### config.mk
export PLATFORM = sky130hd
export DESIGN_NAME = least_loaded_job_dispatcher_top
export DESIGN_NICKNAME = d
export VERILOG_FILES = /design/src/design/lld_pkg.sv /design/src/design/lld_ram.sv /design/src/design/lld_ctrl.sv /design/src/design/least_loaded_job_dispatcher_top.sv
export SDC_FILE = /design/constraint.sdc
export NUM_CORES = 2
export LEC_CHECK = 0
export BUFFER_PORTS_ARGS = -buffer_cell sky130_fd_sc_hd__buf_2
export CAP_MARGIN = 30
export CORE_ASPECT_RATIO = 0.8
export CORE_MARGIN = 3
export CORE_UTILIZATION = 35
export DETAILED_ROUTE_END_ITERATION = 8
export PLACE_DENSITY = 0.59
export SETUP_SLACK_MARGIN = 0.4
export SYNTH_ARGS = -nofsm -noshare
export SYNTH_HDL_FRONTEND = slang
export SYNTH_SLANG_ARGS = --single-unit
### constraint.sdc
create_clock -name clk -period 16.9 [get_ports clk]
set_input_delay 1.69 -clock clk [delete_from_list [all_inputs] [get_ports clk]]
set_output_delay 1.69 -clock clk [all_outputs]
set_load 0.01 [all_outputs]
### src/design/lld_pkg.sv
// ----------------------------------------------------------------------------
// lld_pkg - shared types and constants of the least-loaded job dispatcher
// Field widths, defaults, action codes and the result record.
// ----------------------------------------------------------------------------
package lld_pkg;

  localparam int NUM_SERVERS_DEF = 16;
  localparam int TIME_BITS_DEF   = 40;

  localparam int SRV_W   = 4;   // server index field
  localparam int UNIT_W  = 8;   // unit time and job units fields
  localparam int OUT_T_W = 40;  // finish time and makespan fields
  localparam int ACT_W   = 5;   // active_servers register
  localparam int PROD_W  = 2 * UNIT_W;

  localparam logic [ACT_W-1:0] ACT_RESET = 5'd16;

  localparam logic ACTION_SET_RATE = 1'b0;
  localparam logic ACTION_ASSIGN   = 1'b1;

  typedef struct packed {
    logic               saturated;
    logic [OUT_T_W-1:0] makespan;
    logic [OUT_T_W-1:0] finish_time;
    logic [SRV_W-1:0]   chosen_server;
  } lld_result_t;

endpackage

### src/design/lld_ram.sv
// ----------------------------------------------------------------------------
// lld_ram - generic single-write, single-read RAM
// One write port, one read port with registered read data (old data on
// a same-address collision).
// ----------------------------------------------------------------------------
module lld_ram #(
  parameter int WIDTH = 8,
  parameter int DEPTH = 16
) (
  input  logic                                 clk,
  input  logic                                 we,
  input  logic [(DEPTH > 1 ? $clog2(DEPTH) : 1)-1:0] waddr,
  input  logic [WIDTH-1:0]                     wdata,
  input  logic [(DEPTH > 1 ? $clog2(DEPTH) : 1)-1:0] raddr,
  output logic [WIDTH-1:0]                     rdata
);

  logic [WIDTH-1:0] mem [DEPTH];

  always_ff @(posedge clk) begin
    if (we) begin
      mem[waddr] <= wdata;
    end
    rdata <= mem[raddr];
  end

endmodule

### src/design/lld_ctrl.sv
// ----------------------------------------------------------------------------
// lld_ctrl - sequencer and datapath of the dispatcher
// Clears both tables after reset, writes rates, and for an assign scans the
// busy times through one shared compare, then multiplies, adds and writes back.
// ----------------------------------------------------------------------------
module lld_ctrl #(
  parameter int NUM_SERVERS = 16,
  parameter int TIME_BITS   = 40
) (
  input  logic                                clk,
  input  logic                                rst,
  input  logic                                in_valid,
  output logic                                in_ready,
  input  logic                                in_action,
  input  logic [lld_pkg::SRV_W-1:0]           in_server,
  input  logic [lld_pkg::UNIT_W-1:0]          in_unit,
  input  logic [lld_pkg::UNIT_W-1:0]          in_units,
  input  logic [$clog2(NUM_SERVERS+1)-1:0]    live,
  input  logic                                res_ready,
  output logic                                res_valid,
  output lld_pkg::lld_result_t                res
);
  import lld_pkg::*;

  localparam int SIDX_W = NUM_SERVERS > 1 ? $clog2(NUM_SERVERS) : 1;
  localparam int CNT_W  = $clog2(NUM_SERVERS + 1);
  localparam logic [SIDX_W-1:0] LAST_IDX = SIDX_W'(NUM_SERVERS - 1);

  localparam logic [2:0] ST_CLEAR = 3'd0;
  localparam logic [2:0] ST_IDLE  = 3'd1;
  localparam logic [2:0] ST_SCAN  = 3'd2;
  localparam logic [2:0] ST_RATE  = 3'd3;
  localparam logic [2:0] ST_MUL   = 3'd4;
  localparam logic [2:0] ST_ADD   = 3'd5;
  localparam logic [2:0] ST_DONE  = 3'd6;

  logic [2:0]           state;
  logic [SIDX_W-1:0]    clr_cnt;
  logic [CNT_W-1:0]     iss;
  logic [SIDX_W-1:0]    cmp_idx;
  logic [SIDX_W-1:0]    best;
  logic [TIME_BITS-1:0] best_val;
  logic [UNIT_W-1:0]    units;
  logic [PROD_W-1:0]    prod;
  logic [TIME_BITS-1:0] sum;
  logic                 sat;
  logic [TIME_BITS-1:0] max_busy;
  logic [TIME_BITS-1:0] max_busy_next;
  logic [TIME_BITS:0]   sum_wide;

  logic                 busy_we;
  logic [SIDX_W-1:0]    busy_waddr;
  logic [TIME_BITS-1:0] busy_wdata;
  logic [SIDX_W-1:0]    busy_raddr;
  logic [TIME_BITS-1:0] busy_rdata;
  logic                 rate_we;
  logic [SIDX_W-1:0]    rate_waddr;
  logic [UNIT_W-1:0]    rate_wdata;
  logic [UNIT_W-1:0]    rate_rdata;

  logic accept;
  logic rate_in_range;
  logic last_cmp;
  logic finish;

  assign in_ready      = (state == ST_IDLE);
  assign accept        = in_valid && in_ready;
  assign rate_in_range = 32'(in_server) < NUM_SERVERS;
  assign last_cmp      = CNT_W'(cmp_idx) == (live - CNT_W'(1));
  assign finish        = (state == ST_DONE) && res_ready;

  // saturating add: carry out means the sum passed the all-ones value
  assign sum_wide      = {1'b0, best_val} + (TIME_BITS + 1)'(prod);
  assign max_busy_next = (sum > max_busy) ? sum : max_busy;

  // table ports
  assign busy_we    = (state == ST_CLEAR) || finish;
  assign busy_waddr = (state == ST_CLEAR) ? clr_cnt : best;
  assign busy_wdata = (state == ST_CLEAR) ? '0 : sum;
  assign busy_raddr = (state == ST_SCAN) ? iss[SIDX_W-1:0] : '0;

  assign rate_we    = (state == ST_CLEAR) ||
                      (accept && (in_action == ACTION_SET_RATE) && rate_in_range);
  assign rate_waddr = (state == ST_CLEAR) ? clr_cnt : SIDX_W'(in_server);
  assign rate_wdata = (state == ST_CLEAR) ? UNIT_W'(1) : in_unit;

  assign res_valid          = (state == ST_DONE);
  assign res.chosen_server  = SRV_W'(best);
  assign res.finish_time    = OUT_T_W'(sum);
  assign res.makespan       = OUT_T_W'(max_busy_next);
  assign res.saturated      = sat;

  always_ff @(posedge clk) begin
    if (rst) begin
      state    <= ST_CLEAR;
      clr_cnt  <= '0;
      max_busy <= '0;
    end else begin
      case (state)
        ST_CLEAR: begin
          clr_cnt <= clr_cnt + SIDX_W'(1);
          if (clr_cnt == LAST_IDX) begin
            state <= ST_IDLE;
          end
        end
        ST_IDLE: begin
          if (accept && (in_action == ACTION_ASSIGN)) begin
            units   <= in_units;
            iss     <= CNT_W'(1);
            cmp_idx <= '0;
            state   <= ST_SCAN;
          end
        end
        ST_SCAN: begin
          // rdata holds busy_time[cmp_idx]; strict less keeps the lowest index
          if ((cmp_idx == '0) || (busy_rdata < best_val)) begin
            best     <= cmp_idx;
            best_val <= busy_rdata;
          end
          cmp_idx <= iss[SIDX_W-1:0];
          iss     <= iss + CNT_W'(1);
          if (last_cmp) begin
            state <= ST_RATE;
          end
        end
        ST_RATE: begin
          state <= ST_MUL;
        end
        ST_MUL: begin
          prod  <= PROD_W'(units) * PROD_W'(rate_rdata);
          state <= ST_ADD;
        end
        ST_ADD: begin
          sat   <= sum_wide[TIME_BITS];
          sum   <= sum_wide[TIME_BITS] ? '1 : sum_wide[TIME_BITS-1:0];
          state <= ST_DONE;
        end
        ST_DONE: begin
          if (res_ready) begin
            max_busy <= max_busy_next;
            state    <= ST_IDLE;
          end
        end
        default: begin
          state <= ST_IDLE;
        end
      endcase
    end
  end

  lld_ram #(
    .WIDTH (TIME_BITS),
    .DEPTH (NUM_SERVERS)
  ) u_busy_ram (
    .clk   (clk),
    .we    (busy_we),
    .waddr (busy_waddr),
    .wdata (busy_wdata),
    .raddr (busy_raddr),
    .rdata (busy_rdata)
  );

  lld_ram #(
    .WIDTH (UNIT_W),
    .DEPTH (NUM_SERVERS)
  ) u_rate_ram (
    .clk   (clk),
    .we    (rate_we),
    .waddr (rate_waddr),
    .wdata (rate_wdata),
    .raddr (best),
    .rdata (rate_rdata)
  );

endmodule

### src/design/least_loaded_job_dispatcher_top.sv
// ----------------------------------------------------------------------------
// least_loaded_job_dispatcher_top - greedy least-loaded job dispatcher
// Keeps per-server rate and busy time; an assign goes to the least-loaded
// active server and reports server, finish time and makespan.
// ----------------------------------------------------------------------------
//
//  channel   | direction | tdata (low bit up)                        | tuser
//  ----------+-----------+-------------------------------------------+-----------
//  s_axis    | in        | server_index[3:0] unit_time[11:4]         | action
//            |           | job_units[19:12], zero pad [23:20]        |
//  m_axis    | out       | chosen_server[3:0] finish_time[43:4]      | saturated
//            |           | makespan[83:44], zero pad [87:84]         |
//  cfg       | in        | cfg_wdata = active_servers, write on cfg_we | -
//
//  Sequence: a set_rate item is written to the rate table as it is taken. An
//  assign item scans n = clamped active_servers busy-time entries, one at a
//  time through the single read port of the busy-time RAM and the shared
//  compare, then rate read, multiply, saturating add and write-back.
//  Reset: a clearing pass over all NUM_SERVERS entries fills rates with one and
//  busy times with zero; no item is taken meanwhile, config writes are.
//  Stalls: the result sits in an output register; the next item is taken
//  while it waits, but the following result holds until it is taken.
//
module least_loaded_job_dispatcher_top #(
  parameter int NUM_SERVERS = lld_pkg::NUM_SERVERS_DEF,
  parameter int TIME_BITS   = lld_pkg::TIME_BITS_DEF
) (
  input  logic                        clk,
  input  logic                        rst,
  // input items
  input  logic                        s_axis_tvalid,
  output logic                        s_axis_tready,
  input  logic [23:0]                 s_axis_tdata,  // server_index, unit_time, job_units
  input  logic [0:0]                  s_axis_tuser,  // action
  // result items
  output logic                        m_axis_tvalid,
  input  logic                        m_axis_tready,
  output logic [87:0]                 m_axis_tdata,  // chosen_server, finish_time, makespan
  output logic [0:0]                  m_axis_tuser,  // saturated
  // active_servers register
  input  logic                        cfg_we,
  input  logic [lld_pkg::ACT_W-1:0]   cfg_wdata
);
  import lld_pkg::*;

  localparam int CNT_W = $clog2(NUM_SERVERS + 1);

  logic [ACT_W-1:0] active_servers;
  logic [CNT_W-1:0] live;

  logic             res_valid;
  logic             res_ready;
  lld_result_t      res;

  logic             out_valid;
  lld_result_t      out_res;

  // config register, written whenever cfg_we is high outside reset
  always_ff @(posedge clk) begin
    if (rst) begin
      active_servers <= ACT_RESET;
    end else if (cfg_we) begin
      active_servers <= cfg_wdata;
    end
  end

  // zero acts as one, anything above the server count as the full count
  always_comb begin
    if (active_servers == '0) begin
      live = CNT_W'(1);
    end else if (32'(active_servers) > NUM_SERVERS) begin
      live = CNT_W'(NUM_SERVERS);
    end else begin
      live = CNT_W'(active_servers);
    end
  end

  lld_ctrl #(
    .NUM_SERVERS (NUM_SERVERS),
    .TIME_BITS   (TIME_BITS)
  ) u_ctrl (
    .clk       (clk),
    .rst       (rst),
    .in_valid  (s_axis_tvalid),
    .in_ready  (s_axis_tready),
    .in_action (s_axis_tuser[0]),
    .in_server (s_axis_tdata[3:0]),
    .in_unit   (s_axis_tdata[11:4]),
    .in_units  (s_axis_tdata[19:12]),
    .live      (live),
    .res_ready (res_ready),
    .res_valid (res_valid),
    .res       (res)
  );

  // output register: free when empty or being drained this cycle
  assign res_ready = !out_valid || m_axis_tready;

  always_ff @(posedge clk) begin
    if (rst) begin
      out_valid <= 1'b0;
    end else if (res_valid && res_ready) begin
      out_valid <= 1'b1;
    end else if (m_axis_tready) begin
      out_valid <= 1'b0;
    end
  end

  always_ff @(posedge clk) begin
    if (res_valid && res_ready) begin
      out_res <= res;
    end
  end

  assign m_axis_tvalid = out_valid;
  assign m_axis_tdata  = {4'b0, out_res.makespan, out_res.finish_time,
                          out_res.chosen_server};
  assign m_axis_tuser  = out_res.saturated;

endmodule

==> results.toml <==
[place]
hpwl_mm = 63.7
numPortBuffers = 117
gp_congestion = 0.807
pre_cts_slack_ps = 11900

[grt]
grt_usage_pct = 16.5
grt_pass1_vias = 26100
grt_pass1_wl_mm = 171
antenna_found_initial = 7
grt_max_degree = 127
overflow = 0

[clocking]
cts_tree = "built"
clk-insertion-delay-late_ps = 700
postCtsSetupBuffers = 0
h-tree-depth = 3
clk_pin_slew_ps = 70
cts_buffers = 107
cts_root_buf = "clkbuf_16"
cts_hold_buf = 0
cts_resized = 0
cts_sinks = 1071
clockBufferDepth = 3

[yosys]
ys_types = 74
synth-seq-cells = 1071
synth-compound-area-share_pct = 7.75
synth_top_cells_by_area = "edfxtp_1 (63%), dfxtp_1 (4.4%), mux4_2 (3.9%), mux2_2 (3.8%), ha_1 (3.6%)"
synth_area_leader_cell = "edfxtp_1"
syn_area_mm2 = 0.0464
syn_inst = 3097
synth.top_cell.area_share_pct = 62.8
synth-edff-count = 970
async_flop_share_pct = 0
synth.avg_cell_area_um2 = 15.0
ys.flop_type = "edfxtp_1"
synth_top_family_by_area = "multiplexers"
yosys_warnings = 0
synth-xor-area-share_pct = 0.604
synthSimpleGateAreaFrac_pct = 6.93
ys_seq_area_share_pct = 67.1
synthAdderAreaFrac_pct = 5.21
synth_mux_area_share_pct = 9.78

[floorplanning]
ios = 126
core_mm2 = 0.131
fp.dieW_um = 413
start_util_pct = 35.6
fp.dieH_um = 332
rows = 118
die_area_mm2 = 0.137

[drt]
drcViolationCount = 0
drt-total-wl_mm = 115
drtIter0Drc = 2465
routedWlPerCell_um = 22.7
ant_nets = 0
viasPerCell = 5.24
first_pass_iters = 5
vias = 26400

[timing]
fin_setup_tns_ps = 0
setup_slack_ps = 11840
setup_viol = 0
clock_skew_ps = 41.0
slew_violations = 0
relSlewSlack_pct = 32.9
fin_crit_ps = 5060
hold_viol_final = 0
rsz0062_at_grt = "no"
tightestPinTransition_ps = 1010
period_share_pct = 29.9
fmax_mhz = 198

[power]
p_total_mw = 5.46
peakVddDrop_mv = 0.0794
p_per_area_mw_per_mm2 = 104
p_leak_nw = 18.2

[min_path]
worstHoldPathCells = 0
hold_start = "u_ctrl.sat"
whs_endpoint = "m_axis_tuser"
hold_class = "reg -> reg"

[layout]
fillers = 12000
seqCellArea_mm2 = 0.0311
finish.utilization_pct = 40.3
syn_to_final_growth_pct = 13.4
multi_input_area_mm2 = 0.0143
nNetsFinal = 3414
drive_gt1_share_pct = 18.3

[critical_path]
critPathMostFrequentCell = "fa_1"
crit_type = "reg -> reg"
r2r_end = "u_ctrl.prod[15]"
arrival_ps = 5500
regToRegSetupSlack_ps = 11840
worstSetupEndpointType = "register"
critPathSlowestCell = "a2111oi_1"
cp_max_fo = 8
rr_startpoint = "u_ctrl.units[1]"
required_ps = 17340
reg2reg_depth = 15
startpoint = "u_ctrl.units[1]"
crit_chain = "and2_1 > fa_1 > fa_1 > inv_1 > fa_1 > fa_1 > inv_1 > ha_1 > o21a_1 > o31a_1 > o211ai_1 > a21oi_1 > a2111oi_1 > a21oi_1 > xnor2_1"
critical_path.top_delay_family = "adder cells"
slowest_delay_ps = 630
crit_cells = 15
worstSetupStartpointType = "register"
crit_buf_inv = 2

[outcome]
status = "completed"

[run]
drv_cap = 0
==> cell families (layout without fill, tap and decap cells) <==
family	after synthesis	after routing
buf+inv	310	510
compound gates	598	598
flops	1071	1071
other cells	1	6
xor+xnor	32	32
simple gates	581	581
fa+ha+maj	171	171
mux	333	333
==> registers in the layout, indices dropped and copies added (netlist names), 5 cells and up <==
signal	cells
u_ctrl.u_busy_ram.mem	640
u_ctrl.u_busy_ram.rdata	40
u_ctrl.sum	40
u_ctrl.best_val	40
u_ctrl.u_rate_ram.rdata	8
m_axis_tdata	84
u_ctrl.u_rate_ram.mem	128
u_ctrl.max_busy	40
u_ctrl.prod	16
active_servers	5
u_ctrl.units	8
==> metrics by stage <==
stage               instances  area, um2  hold slack, ps
floorplan                3100      46400             400
global placement         4838      49100             417
detailed placement       4839      49100             416
CTS                      5040      52600             430
global route             5040      52600             438
finish                   5042      52600             426
==> worst reg2reg max path, delay by kind of cell (launching register included) <==
| family | cells | cell delay (ps) |
|---|---|---|
| flip-flops | 1 | 510 |
| XOR/XNOR | 1 | 150 |
| AO/OA/AOI/OAI | 6 | 1500 |
| adder cells (fa/ha/maj) | 5 | 2330 |
| AND/OR/NAND/NOR | 1 | 230 |
| buffers and inverters | 2 | 90 |
==> synth_stat cells, types with 12 or more instances <==
cell      number
inv_1        140
and2_1       140
a31oi_1       50
nand2_1      111
mux2_2       156
ha_1         134
xnor2_1       20
and3_1        13
o221ai_1      42
o21a_1        14
dfxtp_1      101
nand4_1       23
a21o_1        21
o21ai_0      189
o31ai_1       42
a21oi_1      184
buf_2         29
edfxtp_1     970
fa_1          37
nand3_1       58
clkbuf_1     122
mux2i_1       90
or4b_1        38
mux4_2        80
nor2_1        94
nor3_1        19
xor2_1        12
nor2b_1       50
buf_1         13
==> report_power, final <==
part / internal, mW / switching (mW)
Clock: 1.36 / 1.01
Combinational: 0.0563 / 0.0951
Sequential: 2.91 / 0.0229
==> metal layers <==
metal,track usage (%),vias up,wire length (um),part of all wire (%)
met3,2.13,164,5850,5.1
met2,26.4,747,54100,47
li1,-,12100,-,-
met4,4.35,0,2360,2.1
met1,23.6,13400,52300,46
met5,0,-,0,0
==> area by class of cell <==
| cell class | count | area share, % |
|---|---|---|
| Sequential cell | 1071 | 59.2 |
| Tap cell | 1740 | 4.14 |
| Multi-Input combinational cell | 1719 | 27.1 |
| Clock inverter | 54 | 1.03 |
| Inverter | 141 | 1.01 |
| Timing Repair Buffer | 168 | 1.89 |
| Antenna cell | 2 | 0.00951 |
| Clock buffer | 147 | 5.66 |
==> how the worst max path moves through the flow <==
| stage | endpoint |
|---|---|
| 2_1_floorplan | u_ctrl.u_busy_ram.mem[10][0] |
| 3_3_place_gp | u_ctrl.prod[15] |
| 3_5_place_dp | u_ctrl.prod[15] |
| 4_1_cts | u_ctrl.prod[15] |
| 5_1_grt | u_ctrl.prod[15] |
| 6_report | u_ctrl.prod[15] |
==> layout by cell type, fill, tap and decap left out, drive strengths merged, types with 5 or more instances in the layout <==
cell    instances
edfxtp        970
o21ai         195
a21oi         184
buf           168
mux2          163
clkbuf        147
inv           146
and2          140
ha            134
nand2         111
dfxtp         101
nor2           94
mux2i          90
mux4           80
nand3          58
a31oi          50
nor2b          50
o221ai         42
o31ai          42
or4b           39
fa             37
clkinv         37
nand4          23
nor3           22
a21o           21
xnor2          20
o21a           14
and3           13
xor2           12
nand2b          9
bufinv          8
o211ai          6
a211oi          6
nor4            5
or3             5
Note: power is estimated with default switching activity, not from simulation.
